==> config.mk <==
export PLATFORM = sky130hd
export DESIGN_NAME = thcs_front
export DESIGN_NICKNAME = d
export VERILOG_FILES = /design/src/design/thcs_pkg.sv /design/src/design/thcs_front.sv
export SDC_FILE = /design/constraint.sdc
export NUM_CORES = 1
export LEC_CHECK = 0
export ABC_AREA = 1
export BUFFER_PORTS_ARGS = -buffer_cell sky130_fd_sc_hd__buf_2
export CORE_AREA = 4 4 253 255
export DETAILED_ROUTE_END_ITERATION = 10
export DIE_AREA = 0 0 257 259
export PLACE_DENSITY_LB_ADDON = 0.12
export SETUP_SLACK_MARGIN = 0.15
export SYNTH_ARGS = -nofsm -noshare
export SYNTH_HDL_FRONTEND = slang
export SYNTH_SLANG_ARGS = --single-unit
==> constraint.sdc <==
create_clock -name clock -period 22.3 [get_ports clock]
set_input_delay 3.345 -clock clock [delete_from_list [all_inputs] [get_ports clock]]
set_output_delay 3.345 -clock clock [all_outputs]
set_load 0.005 [all_outputs]
==> src/design/thcs_pkg.sv <==
// ----------------------------------------------------------------------------
// thcs_pkg: shared types and helpers for the track/hit chi-square block
// Word formats between the front, the arithmetic pipe and the divider.
// ----------------------------------------------------------------------------
package thcs_pkg;

   localparam logic signed [31:0] Q_MAX = 32'sh7FFF_FFFF;
   localparam logic signed [31:0] Q_MIN = 32'sh8000_0000;

   localparam logic signed [39:0] SAT_HI = 40'sh00_7FFF_FFFF;
   localparam logic signed [39:0] SAT_LO = 40'shFF_8000_0000;

   typedef enum logic {
      KIND_STRIP = 1'b0,
      KIND_PIXEL = 1'b1
   } kind_type;

   typedef struct packed {
      logic signed [31:0] track_x;
      logic signed [31:0] track_y;
      logic signed [31:0] cov_xx;
      logic signed [31:0] cov_xy;
      logic signed [31:0] cov_yy;
      logic signed [31:0] hit_pos_a;
      logic signed [31:0] hit_y_or_sin;
      logic signed [31:0] hit_err_a;
      logic signed [31:0] hit_err_b;
      logic signed [31:0] hit_dxy_or_cos;
   } fields_type;

   typedef struct packed {
      kind_type   kind;
      fields_type f;
   } item_type;

   typedef struct packed {
      logic               ovf;
      logic signed [31:0] val;
   } sat_type;

   typedef struct packed {
      logic               valid;
      logic signed [31:0] num;
      logic signed [31:0] den;
      logic               zero_den;
      logic               flag;
   } div_in_type;

   typedef struct packed {
      logic signed [31:0] chi_square;
      logic               saturated;
   } rsp_type;

   // Clamp a widened sum to 32 bits and report the clamp.
   function automatic sat_type sat40(input logic signed [39:0] v);
      sat_type r;
      r.ovf = 1'b0;
      r.val = v[31:0];
      if (v > SAT_HI) begin
         r.ovf = 1'b1;
         r.val = Q_MAX;
      end else if (v < SAT_LO) begin
         r.ovf = 1'b1;
         r.val = Q_MIN;
      end
      return r;
   endfunction

endpackage

==> src/design/thcs_front.sv <==
// ----------------------------------------------------------------------------
// thcs_front: input stage
// Take request words, tag the hit kind and hand them to the work queue.
// ----------------------------------------------------------------------------
module thcs_front import thcs_pkg::*; (
   input  logic       clock,
   input  logic       reset,
   input  logic       push,
   output logic       full,
   input  logic       req_mode,
   input  fields_type req_fields,
   output logic       q_wr,
   output item_type   q_item,
   input  logic       q_full
);

   logic     valid_ff;
   item_type item_ff, item_in;
   logic     accept;

   assign full   = valid_ff && q_full;
   assign accept = push && !full;
   assign q_wr   = valid_ff && !q_full;
   assign q_item = item_ff;

   always_comb begin
      item_in.kind = req_mode ? KIND_PIXEL : KIND_STRIP;
      item_in.f    = req_fields;
      // drop the pixel-only error for strip hits
      if (!req_mode) begin
         item_in.f.hit_err_b = '0;
      end
   end

   always_ff @(posedge clock) begin
      if (reset) begin
         valid_ff <= 1'b0;
      end else if (accept) begin
         valid_ff <= 1'b1;
      end else if (q_wr) begin
         valid_ff <= 1'b0;
      end
   end

   always_ff @(posedge clock) begin
      if (accept) begin
         item_ff <= item_in;
      end
   end

endmodule

# Word level (Yosys, flattened, before mapping)

Index checks and enable logic that the tools add are counted.

Word-level logic and storage cells: 21
Register bits after elaboration: 322

Mux-type cells: 3
Reductions and logical operators: 6

Operators with widths:

| cell                | count |
|---|---|
| $logic_and A1 B1 Y1 | 3 |
| $mux W1             | 3 |
| $logic_not A1 Y1    | 2 |
| $reduce_bool A2 Y1  | 1 |

# Logic depth before layout (Yosys ltp)

Depth after elaboration: 4
Depth in mapped cells: 3
Gate-level depth less buffers: 3

# Worst setup path after synthesis

No wires, ideal clock.

Path kind: input-to-reg
Start: in q_full
End: reg item_ff (netlist bit q_item[0]), enable pin
Slack: 4445 ps
Arrival: 16841 ps
Buffers on the path: 0
Data required time: 21286 ps
Cell stages on the path: 3
Path through: nand2_1 > inv_1 > nor2_1

Word-level cells in the longest chain between the ends: 3

Ends and longest elaborated chain:

| item                 | RTL line         | RTL |
|---|---|---|
| start, declared      | thcs_front.sv:14 | `input logic q_full` |
| $logic_and A1 B1 Y1  | thcs_front.sv:21 | `assign full = valid_ff && q_full;` |
| named net full       | thcs_front.sv:9  | `output logic full,` |
| $logic_not A1 Y1     | thcs_front.sv:22 | `assign accept = push && !full;` |
| $logic_and A1 B1 Y1  | thcs_front.sv:22 |  |
| named net accept     | thcs_front.sv:19 | `logic accept;` |
| end signal, assigned | thcs_front.sv:47 | `item_ff <= item_in;` |
| end, declared        | thcs_front.sv:18 | `item_type item_ff, item_in;` |

The timed path passes the listed nets, and every way through them passes these cells.
A chain may end at the register's enable or synchronous reset.

# Worst setup path after layout

Start: in q_full
End: out full

Word-level cells in the longest chain between the ends: 1

Ends and longest elaborated chain:

| item                | RTL line |
|---|---|
| $logic_and A1 B1 Y1 | thcs_front.sv:21 |
| end, declared       | thcs_front.sv:9 |

Every way passes these cells.

==> out/metrics.yaml <==
hpwl_mm: 25.59
track_usage_pct: 9.322
hp-start: "valid_ff$_SDFFE_PP0P_"
ys_ff_latch: 322
holdCritPathClass: "flip-flop to flip-flop"
setup_violations: 0
clock_skew_ns: 0.01158
critical_path_arrival_ns: 3.73
yosysMostFrequentCell: "edfxtp_1"
synthFlopType: "edfxtp_1"
die_x_um: 257
period_share_pct: 31.73
clk_pin_slew_worst_paths_ns: 0.05
ff2ff_path_depth: 6
place_ws_ns: 15.22
leakage_nw: 6.600
synth.yosys.warnings: 0
gr-total-overflow: 0
total_power_mw: 1.379
synth_area_per_cell_um2: 25.15
crit_path_max_fanout: 2
antenna_found_initial: 5
area_growth_pct: 54.53
synth_area_um2: 9961
cts_resized: 0
avgRoutedWirePerCell_um: 17.12
drv_cap: 0
core_area_um2: 61600
clk_root_buffer_cell: "clkbuf_16"
synth_cell_types: 7
vias: 6284
fin_setup_tns_ns: 0
drv_slew: 0
whs_path_depth: 2
cp_num_buf_inv: 3
route.final.wire_length_mm: 33.41
slowest_delay_ns: 0.13
start_kind: "primary input"
yosysSeqAreaShare_pct: 96.97
clkSinkCount: 322
fmax_mhz: 141.3
powerDensity_nw_per_um2: 89.59
grt_pass1_vias: 6602
dieArea_um2: 66560
outcome: "finished clean"
post_cts_buffers: 0
die_y_um: 259
crit_start: "q_full"
drt_iter0_markers: 324
peakVddDrop_v: 0.00004578
synth_common_cells: "edfxtp_1, inv_1, nand2_1"
crit_type: "primary input to primary output"
htreeDepth: 2
grt_max_degree: 74
drc: 0
via_per_inst: 3.221
drive_gt1_share_pct: 63.04
grt_pass1_wl_mm: 45.99
crit_cells: 4
synth_top_area_cell: "edfxtp_1"
start_util_pct: 16.17
cts-hold-fix-buffers: 0
cts_tree: "done"
synth_fp_nets: 721
rows: 91
place.gp.congestion: 0.7302
synthTopCellsByArea: "edfxtp_1, inv_1, nand2_1, buf_6, dfxtp_1"
fin_crit_ns: 7.075
worst_slew_pin_slew_ns: 0.9788
end_kind: "primary output"
cts_buffers: 39
synth_edf_count: 321
fill_cells: 6476
yosysTopAreaCellShare_pct: 96.77
port_buffers: 647
path_common_cell: "buf_2"
io_pins: 648
worst_slack_ns: 15.23
worstSkewPairLatency_ns: 0.54
finalNetCount: 1411
relSlewSlack_pct: 34.75
hold_viol_final: 0
antenna_left: 0
synth_cells: 396
critical_path_required_ns: 18.95
slowest_stage: "buf_2"
async_flop_share_pct: 0
timing.rr.start: "valid_ff$_SDFFE_PP0P_"
rsz0062_at_grt: "false"
clock_path_buffers: 3
cp_top_family: "buffers and inverters"
drt_first_pass_iters: 4
cp_cell_sequence: "buf_2 -> nand2_1 -> inv_1 -> buf_2"
[cell usage in the layout (no fill, tap or decap), drive strengths merged]
cell type	instances
clkinv	15
edfxtp	321
diode	2
dfxtp	1
clkinvlp	1
buf	652
nor2	2
inv	36
a21oi	1
clkbuf	50
nand2	33
[final cells by class]
type	count	area, um2	share of cell area [%]
Antenna cell	2	5.005	0.03251
Clock buffer	50	1039	6.747
Clock inverter	17	91.34	0.5934
Inverter	35	131.4	0.8535
Multi-Input combinational cell	36	143.9	0.9348
Sequential cell	322	9659	62.75
Tap cell	837	1047	6.804
Timing Repair Buffer	652	3276	21.28
[cell families after synthesis]
logic type | count (synthesis) | synth area share, %
AOI/OAI and AO/OA | 1 | 0.05020
buffers and inverters | 38 | 1.658
DFF | 322 | 96.97
and+or+nand+nor | 35 | 1.319
[power breakdown]
| group | switching, mW | internal, mW | leakage, nW |
|---|---|---|---|
| Combinational | 0.0477 | 0.0427 | 2.93 |
| Sequential | 0.00766 | 0.710 | 3.12 |
| Clock | 0.244 | 0.328 | 0.550 |
[stage by stage]
stage / util [%] / instances / hold WS (ns) / area [um2]
floorplan: - / 396 / 0.4478 / 9961
global placement: 23.15 / 1882 / 0.4633 / 14260
detailed placement: 23.15 / 1882 / 0.4807 / 14260
CTS: 24.98 / 1949 / 0.4892 / 15390
global route: 24.99 / 1951 / 0.5238 / 15390
finish: 24.99 / 1951 / 0.4830 / 15390
[flip-flops by register name (all words and copies together) (netlist names)]
name / flops
valid_ff: 1
q_item: 321
[worst min-delay path, cell delays in order, from the launching register on]
cell and delay (ns):
dfxtp_1 0.31, nand2_1 0.07, a21oi_1 0.06
[per-layer routing]
metal / part of all wire (%) / global-route usage [%]
met5: 0.093 / 0
met2: 55 / 17.43
met4: 2.7 / 3.061
met1: 32 / 8.758
met3: 11 / 4.839
[final timing paths]
kind | endpoint | slack [ns]
min reg2reg | valid_ff$_SDFFE_PP0P_ | 0.48
min | valid_ff$_SDFFE_PP0P_ | 0.48
max reg2reg | q_item[101]$_DFFE_PP_ | 18.94
max | full | 15.23
Power figures use the tool's default switching activity.
