`src/design/thcs_fifo.sv`:
```
// ----------------------------------------------------------------------------
// thcs_fifo: small register FIFO
// Generic first-in first-out queue with full and empty flags.
// ----------------------------------------------------------------------------
module thcs_fifo #(
   parameter int WIDTH = 8,
   parameter int DEPTH = 4
) (
   input  logic             clock,
   input  logic             reset,
   input  logic             wr_en,
   input  logic [WIDTH-1:0] wr_data,
   output logic             full,
   input  logic             rd_en,
   output logic [WIDTH-1:0] rd_data,
   output logic             empty
);

   localparam int AW = (DEPTH > 1) ? $clog2(DEPTH) : 1;
   localparam int CW = $clog2(DEPTH + 1);
   localparam logic [AW-1:0] LAST = AW'(DEPTH - 1);
   localparam logic [CW-1:0] FULL_COUNT = CW'(DEPTH);

   logic [WIDTH-1:0] mem_ff [DEPTH];
   logic [AW-1:0]    wp_ff, rp_ff;
   logic [CW-1:0]    count_ff;
   logic             do_wr, do_rd;

   assign full    = (count_ff == FULL_COUNT);
   assign empty   = (count_ff == '0);
   assign do_wr   = wr_en && !full;
   assign do_rd   = rd_en && !empty;
   assign rd_data = mem_ff[rp_ff];

   always_ff @(posedge clock) begin
      if (do_wr) begin
         mem_ff[wp_ff] <= wr_data;
      end
   end

   always_ff @(posedge clock) begin
      if (reset) begin
         wp_ff    <= '0;
         rp_ff    <= '0;
         count_ff <= '0;
      end else begin
         if (do_wr) begin
            wp_ff <= (wp_ff == LAST) ? '0 : wp_ff + 1'b1;
         end
         if (do_rd) begin
            rp_ff <= (rp_ff == LAST) ? '0 : rp_ff + 1'b1;
         end
         if (do_wr && !do_rd) begin
            count_ff <= count_ff + 1'b1;
         end else if (do_rd && !do_wr) begin
            count_ff <= count_ff - 1'b1;
         end
      end
   end

endmodule

```
`config.mk`:
```
export PLATFORM = sky130hd
export DESIGN_NAME = thcs_fifo
export DESIGN_NICKNAME = d
export VERILOG_FILES = /design/src/design/thcs_fifo.sv
export SDC_FILE = /design/constraint.sdc
export NUM_CORES = 1
export LEC_CHECK = 0
export BUFFER_PORTS_ARGS = -buffer_cell sky130_fd_sc_hd__buf_2
export CAP_MARGIN = 10
export CORE_ASPECT_RATIO = 2
export CORE_MARGIN = 5
export CORE_UTILIZATION = 50
export CTS_CLUSTER_SIZE = 16
export DETAILED_ROUTE_END_ITERATION = 8
export GPL_TIMING_DRIVEN = 1
export PLACE_DENSITY_LB_ADDON = 0.25
export RECOVER_POWER = 100
export SLEW_MARGIN = 20
export SYNTH_ARGS = -nofsm -noshare
export SYNTH_HDL_FRONTEND = slang
export SYNTH_SLANG_ARGS = --single-unit
```
`constraint.sdc`:
```
create_clock -name clock -period 6.5 [get_ports clock]
set_input_delay 0 -clock clock [delete_from_list [all_inputs] [get_ports clock]]
set_output_delay 0 -clock clock [all_outputs]
set_load 0.005 [all_outputs]
```
# == Word level (Yosys, flattened, before mapping) ==
# Memories as Yosys holds them, arrays and structs flattened. A register that Yosys moved wholly into a read port is not among the register bits.
# Cells that the tools add are included.
# classes
n_addsub,4
eq_ne,3
muxes,8
n_reduce_logical,10
# op_table
op,count
two-way mux 2 bit,4
two-way mux 3 bit,2
"adder 2 x 1 -> 2 bit, second input constant",2
"equality test 2 bit, second input constant",2
logical AND 1 bit,4
zero test 1 bit,4
"adder 3 x 1 -> 3 bit, second input constant",1
"equality test 3 bit, second input constant",1
zero test 3 bit,1
"subtractor 3 x 1 -> 3 bit, second input constant",1
two-way mux 1 bit,2
nonzero test 2 bit,1
# word_totals
regBits,7
ramBits,32
output_inout_bits,10
elab_cells,29
memories,1
# memory_table
name,depth,word_bits,read_ports,rd_clocked_by_memory_dff,write_ports,line,text
mem_ff,4,8,1,1,1,24,logic [WIDTH-1:0] mem_ff [DEPTH];

# == Depth between registers and ports, before layout ==
# Gate-level depths: netlist of the first run.
# logic_depth
depth_word,7
ltp_mapped,10
mapped_depth_nobuf,9

# == Worst setup path after synthesis of the first run ==
# Ideal clock, no wire load.
# synth_timing
path_kind,reg-to-reg
start,register count_ff[0]
end,register count_ff[2]
setup_ns,0.070
arrival_ns,2.093
required_time_ns,6.430
setup_slack_ns,4.337
stages_incl_launch_ff,11
path_buffers,1
path_cell_list,dfxtp_1 > or3b_1 > buf_6 > clkinv_4 > nor2_2 > ha_1 > inv_1 > fa_1 > xor2_1 > or3_2 > a21oi_1
# synth_between
elab_chain_len,6
# synth_rtl
item,line,text
start: declaration,26,logic [CW-1:0] count_ff;
start signal: assignment,54,count_ff <= count_ff + 1'b1;
start signal: assignment,56,count_ff <= count_ff - 1'b1;
equality test 3 bit *,29,assign full = (count_ff == FULL_COUNT);
via full,13,"output logic full,"
zero test 1 bit *,31,assign do_wr = wr_en && !full;
logical AND 1 bit *,31,
via do_wr,27,"logic do_wr, do_rd;"
zero test 1 bit,55,end else if (do_rd && !do_wr) begin
logical AND 1 bit,55,
nonzero test 2 bit (no source line),n/a,
# The timed path passes the listed nets; every way through them passes the cells marked *. The select of a mux whose other input is x is not followed.
# A chain may end at the register's enable or synchronous reset.

# == Worst setup path in the final report of the first run ==
# layout_timing
start,register count_ff[0]
end,register count_ff[2]
# layout_between
elab_chain_len,6
# layout_rtl
item,line
equality test 3 bit *,29
zero test 1 bit *,31
logical AND 1 bit *,31
via do_wr,27
zero test 1 bit,55
logical AND 1 bit,55
nonzero test 2 bit (no source line),n/a
# Marks and branches as above.

==> results of run 1 <==
-- synth_stat cells (all sizes together) (2+ instances only) --
master	n	area, sq um
mux4	8	180
xor2	2	17.5
mux2i	2	20.0
and3	4	30.0
a21oi	3	15.0
buf	3	20.0
edfxtp	32	961
nor3	2	10.0
ha	6	75.1
dfxtp	9	180
nand3	2	10.0
or3	2	13.8
o21ai	2	10.0
o31ai	2	25.0
nor2	4	17.5
inv	4	15.0
-- repair_timing --
item / CTS / global route
endpoints found under the setup margin: 0 / 0
endpoints found under the hold margin: 36 / 0
hold buffers: 9 / 0
-- power by group --
| part | internal [mW] | switching, mW | total (mW) |
|---|---|---|---|
| Sequential | 0.320 | 0.0307 | 0.350 |
| Combinational | 0.0817 | 0.0683 | 0.150 |
| Clock | 0.0743 | 0.0835 | 0.158 |
-- flip-flops by register name (all words and copies together), names as in the netlist, named ones only --
register	cells
rp_ff	2
count_ff	3
mem_ff	32
wp_ff	2
-- per-layer routing --
metal,wire length [microns],share of wire
met3,110,0.042
met2,1490,0.57
met4,60,0.023
met1,967,0.37
met5,0,0
-- worst max-delay path: cells and delay by family (launching register included) --
family / cells / cell delay [ns]
AOI/OAI and AO/OA: 1 / 0.14
xor gates and xnor gates: 1 / 0.16
adders and majority gates: 2 / 0.60
buffers and inverters: 2 / 0.24
DFF: 1 / 0.44
and+or+nand+nor: 3 / 0.89
-- area by class of cell --
class / count / area, sq um
Sequential cell: 41 / 1140
Tap cell: 31 / 38.8
Inverter: 5 / 20.0
Clock inverter: 3 / 16.3
Clock buffer: 5 / 68.8
Multi-Input combinational cell: 42 / 444
Fill cell: 263 / 1280
Timing Repair Buffer: 30 / 179
-- stage by stage --
step / setup WS (ns) / area [sq um]
6_report: 3.97 / 1910
3_5_place_dp: 4.10 / 1770
5_1_grt: 3.78 / 1910
2_1_floorplan: 4.34 / 1650
3_3_place_gp: 4.22 / 1770
4_1_cts: 4.09 / 1940
-- how the worst max path moves through the flow --
stage	start	endpoint	slack, ns	cells after the start
global placement	count_ff[0]$_SDFFE_PP0P_	count_ff[2]$_SDFFE_PP0P_	4.22	9
finish	count_ff[0]$_SDFFE_PP0P_	count_ff[2]$_SDFFE_PP0P_	3.97	9
detailed placement	count_ff[0]$_SDFFE_PP0P_	count_ff[2]$_SDFFE_PP0P_	4.10	9
CTS	count_ff[0]$_SDFFE_PP0P_	count_ff[2]$_SDFFE_PP0P_	4.09	9
global route	count_ff[0]$_SDFFE_PP0P_	count_ff[2]$_SDFFE_PP0P_	3.78	9
floorplan	count_ff[0]$_SDFFE_PP0P_	count_ff[2]$_SDFFE_PP0P_	4.34	10
-- cell families (layout without fill, tap and decap cells) --
family,after synthesis,count (layout),synth area share
XOR/XNOR,2,2,0.0106
adder cells (fa/ha/maj),7,7,0.0578
AND/OR/NAND/NOR,16,16,0.0570
AO/OA/AOI/OAI,7,7,0.0304
flip-flops,41,41,0.694
buffers and inverters,9,43,0.0289
multiplexers,10,10,0.122
==> reports/qor.yml, run 1 <==
max_freq_mhz: 396
ys_types: 26
num_vias: 872
final_cell_mix: "edfxtp_1, clkbuf_1, dfxtp_1, dlygate4sd3_1"
crit_chain: "or3b_1 > clkinvlp_2 > nor2_1 > ha_1 > inv_1 > fa_1 > xor2_1 > or3_2 > a21oi_1"
grt_util_met2: 0.214
dp_hpwl_microns: 1900
worst_clock_skew_ns: 0.00601
worst-endpoint-arrival_ns: 2.75
required_ns: 6.73
synth_fp_nets: 111
io_pins: 22
cp-end-kind: "flop"
cts_inserted_buffers: 5
first_pass_iters: 4
drtAntennaViolNets: 0
crit_fanout: 7
cp_slowest_cell: "dfxtp_1"
use_met3: 0.0377
ys_ff_latch: 41
area_growth_pct: 16.0
hp-start: "wr_en"
diodes: 0
start_util: 0.515
irDropWorstVdd_uv: 234
timing.final.crit_share: 0.389
drive_gt1_frac: 0.214
reg2reg_depth: 9
status: "finished, final reports clean"
drc: 0
hold_class: "in2reg"
core_sq_um: 3190
async_flop_share: 0
grt_pass1_wl_microns: 4400
antenna_found_initial: 0
io_buffers: 21
finalPower_mw: 0.658
cts.sinks: 41
slowest_delay_ns: 0.44
num_rows: 29
grt_max_degree: 14
setup_viol: 0
grt-busiest-layer: "met2"
post_cts_buffers: 0
holdPathEnd: "wp_ff[0]$_SDFFE_PP0P_"
grt_pass1_vias: 964
p_leak_nw: 0.691
powerDensity_nw_per_um2: 345
drt_iter0_markers: 13
synth_ff_type: "edfxtp_1"
cap_violations: 0
max_slew_margin: 0.620
syn_area_sq_um: 1650
clockBufferDepth: 2
wire_per_inst_microns: 16.7
cts.root.buffer_cell: "clkbuf_8"
post-place-cells: 140
synth_cells: 92
whs_path_depth: 3
finalHoldViolCount: 0
period_minus_slack_ns: 2.53
htreeDepth: 2
fin_util: 0.598
drt-total-wl_microns: 2630
worst_pin_slew_ns: 0.565
place_congestion: 0.704
synth_edf_count: 32
die-area_sq_um: 4610
synth_warnings: 0
criticalPathCategory: "reg2reg"
rsz0062_at_grt: "false"
clkSlewWorstSetupHoldPaths_ns: 0.08
slew_violations: 0
layout_commonest_cell: "edfxtp_1"
reg2reg_slack_ns: 3.97
critPathLaunchType: "flop"
synth_area_per_cell_sq_um: 17.9
globalRouteMet1Util: 0.138
nets: 144
hold_slack_ns: 0.0373
die_x_microns: 50.6
dieHeight_microns: 91.1
synth.yosys.seq_area_share: 0.694
r2r-end: "count_ff[2]$_SDFFE_PP0P_"
grt_overflow: 0
clock_latency_ns: 0.29
stdcell_count: 157
grt_usage: 0.127
tritoncts: "done"
reg2reg_from: "count_ff[0]$_SDFFE_PP0P_"
ctsResizeCount: 0
setup_tns_ns: 0
vias_per_cell: 5.55
Note: power is estimated with default switching activity, not from simulation.
==> run 2, diff against run 1 <==
Clock period 6.5 ns to 2.5 ns, I/O delays scaled along.
==> reports/qor.yml, run 2 (synthesized netlist as in run 1, its figures left out) <==
cp-end-kind: "flop"
worst_pin_slew_ns: 0.554  # -0.0103 ns
irDropWorstVdd_uv: 778  # +230%
die_x_microns: 50.6  # unchanged
nets: 145  # +0.69%
timing.final.crit_share: 0.903  # +0.514
status: "finished, final reports clean"
drtAntennaViolNets: 0  # unchanged
powerDensity_nw_per_um2: 943  # +170%
clockBufferDepth: 2  # unchanged
crit_fanout: 7  # unchanged
finalHoldViolCount: 0  # unchanged
dp_hpwl_microns: 1830  # -3.6%
grt_overflow: 0  # unchanged
cap_violations: 0  # unchanged
start_util: 0.515  # unchanged
setup_viol: 0  # unchanged
diodes: 0  # unchanged
slew_violations: 0  # unchanged
vias_per_cell: 5.52  # -0.63%
period_minus_slack_ns: 2.26  # -0.269 ns
io_pins: 22  # unchanged
reg_top3: "mem_ff x32, count_ff x3"
worst-endpoint-arrival_ns: 2.48  # -0.27 ns
p_switching_mw: 0.479  # +160%
die-area_sq_um: 4610  # unchanged
hold_class: "in2reg"
place_congestion: 0.711  # +1.0%
drt-total-wl_microns: 2510  # -4.4%
cp_slowest_cell: "dfxtp_1"
drt_iter0_markers: 13  # unchanged
num_vias: 872  # unchanged
max_slew_margin: 0.630  # +0.00960
sw_frac_of_total: 0.259  # -0.0182
slowest_delay_ns: 0.44  # about the same
clock_latency_ns: 0.29  # about the same
clkSlewWorstSetupHoldPaths_ns: 0.07  # about the same
cts.sinks: 41  # unchanged
wire_per_inst_microns: 15.9  # -5.0%
worst_clock_skew_ns: 0.00338  # -0.00263 ns
cts.root.buffer_cell: "clkbuf_8"
drive_gt1_frac: 0.244  # +0.0298
final_cell_mix: "edfxtp_1, clkbuf_1, buf_2, dfxtp_1, dlygate4sd3_1"
dieHeight_microns: 91.1  # unchanged
required_ns: 2.72  # -4.01 ns
intPower_mw: 1.37  # +190%
power.share.clock: 0.289  # +0.049
layout_commonest_cell: "edfxtp_1"
core_sq_um: 3190  # unchanged
reg2reg_depth: 9  # unchanged
finalPower_mw: 1.85  # +180%
p_leak_nw: 0.723  # +4.7%
io_buffers: 21  # unchanged
post_cts_buffers: 0  # unchanged
max_freq_mhz: 443  # +12%
crit_chain: "or3b_4 > clkinv_4 > nor2_2 > ha_1 > inv_1 > fa_1 > xor2_1 > or3_2 > a21oi_1"
grt_pass1_vias: 938  # -2.7%
tritoncts: "done"
critPathLaunchType: "flop"
max_flop_register: "mem_ff"
antenna_found_initial: 0  # unchanged
whs_path_depth: 3  # unchanged
largest_register_ffs: 32  # unchanged
drc: 0  # unchanged
setup_tns_ns: 0  # unchanged
cts_inserted_buffers: 5  # unchanged
first_pass_iters: 4  # unchanged
grt_max_degree: 14  # unchanged
num_rows: 29  # unchanged
rsz0062_at_grt: "false"
fin_util: 0.614  # +0.0168
htreeDepth: 2  # unchanged
grt_pass1_wl_microns: 4160  # -5.5%
seqPwrFrac: 0.493  # -0.039
p_comb_frac: 0.218  # -0.010
area_growth_pct: 19.2
criticalPathCategory: "reg2reg"
fill_cells: 260  # -1.1%
grt_usage: 0.120  # -0.00635
run 2: cell types whose count changed in the layout (fill, tap and decap cells not counted), sizes merged:
cell	change
buf	+2
clkbuf	+1
clkinvlp	-1
inv	-1
run 2: area by class of cell:
| class | instances | area, sq um | share of cell area |
|---|---|---|---|
| Sequential cell | 41 | 1140 | 0.582 |
| Multi-Input combinational cell | 42 | 449 | 0.229 |
| Timing Repair Buffer | 31 | 185 | 0.0944 |
| Clock buffer | 7 | 119 | 0.0606 |
| Tap cell | 31 | 38.8 | 0.0198 |
| Inverter | 5 | 23.8 | 0.0121 |
| Clock inverter | 1 | 5.00 | 0.00255 |
run 2: final timing paths:
check | start | end | slack, ns
worst max-delay path | count_ff[0]$_SDFFE_PP0P_ | count_ff[2]$_SDFFE_PP0P_ | 0.24
worst min-delay path | wr_en | wp_ff[0]$_SDFFE_PP0P_ | 0.04
worst max register to register | count_ff[0]$_SDFFE_PP0P_ | count_ff[2]$_SDFFE_PP0P_ | 0.24
worst min register to register | rp_ff[0]$_SDFFE_PP0P_ | rp_ff[0]$_SDFFE_PP0P_ | 0.51
run 2: what timing repair did:
| action | CTS | global route |
|---|---|---|
| endpoints found under the hold margin | 36 | 0 |
| endpoints found under the setup margin | 0 | 1 |
| gates resized for setup | 0 | 1 |
| hold buffers | 9 | 0 |
run 2: worst max-delay path: cells and delay by family, from the launching register on:
family,cells,cell delay [ns]
AOI/OAI and AO/OA,1,0.14
xor gates and xnor gates,1,0.16
adders and majority gates,2,0.57
buffers and inverters,2,0.12
DFF,1,0.44
and+or+nand+nor,3,0.76
run 2: power by group through the flow:
| stage | Sequential [mW] | Clock [mW] | Combinational [mW] |
|---|---|---|---|
| 5_1_grt | 0.926 | 0.583 | 0.445 |
| 3_3_place_gp | 0.923 | 0 | 0.397 |
| 4_1_cts | 0.916 | 0.545 | 0.424 |
| 3_5_place_dp | 0.931 | 0 | 0.410 |
| 2_1_floorplan | 0.883 | 0 | 0.318 |
| 6_report | 0.911 | 0.535 | 0.404 |
run 2: routing by layer:
| layer | vias up | GRT usage | wire [microns] |
|---|---|---|---|
| li1 | 417 | - | - |
| met1 | 429 | 0.124 | 921 |
| met2 | 20 | 0.207 | 1410 |
| met3 | 6 | 0.0328 | 110 |
| met4 | 0 | 0.0704 | 69 |
| met5 | - | 0 | 0 |
run 2: metrics by stage:
step	worst slack [ns]	area (sq um)	hold WS, ns	instances
global placement	0.222	1770	0.211	141
detailed placement	0.125	1770	0.218	141
global route	0.0830	1960	0.0450	158
CTS	0.109	1990	0.0338	158
floorplan	0.337	1650	0.0989	92
finish	0.242	1960	0.0379	158
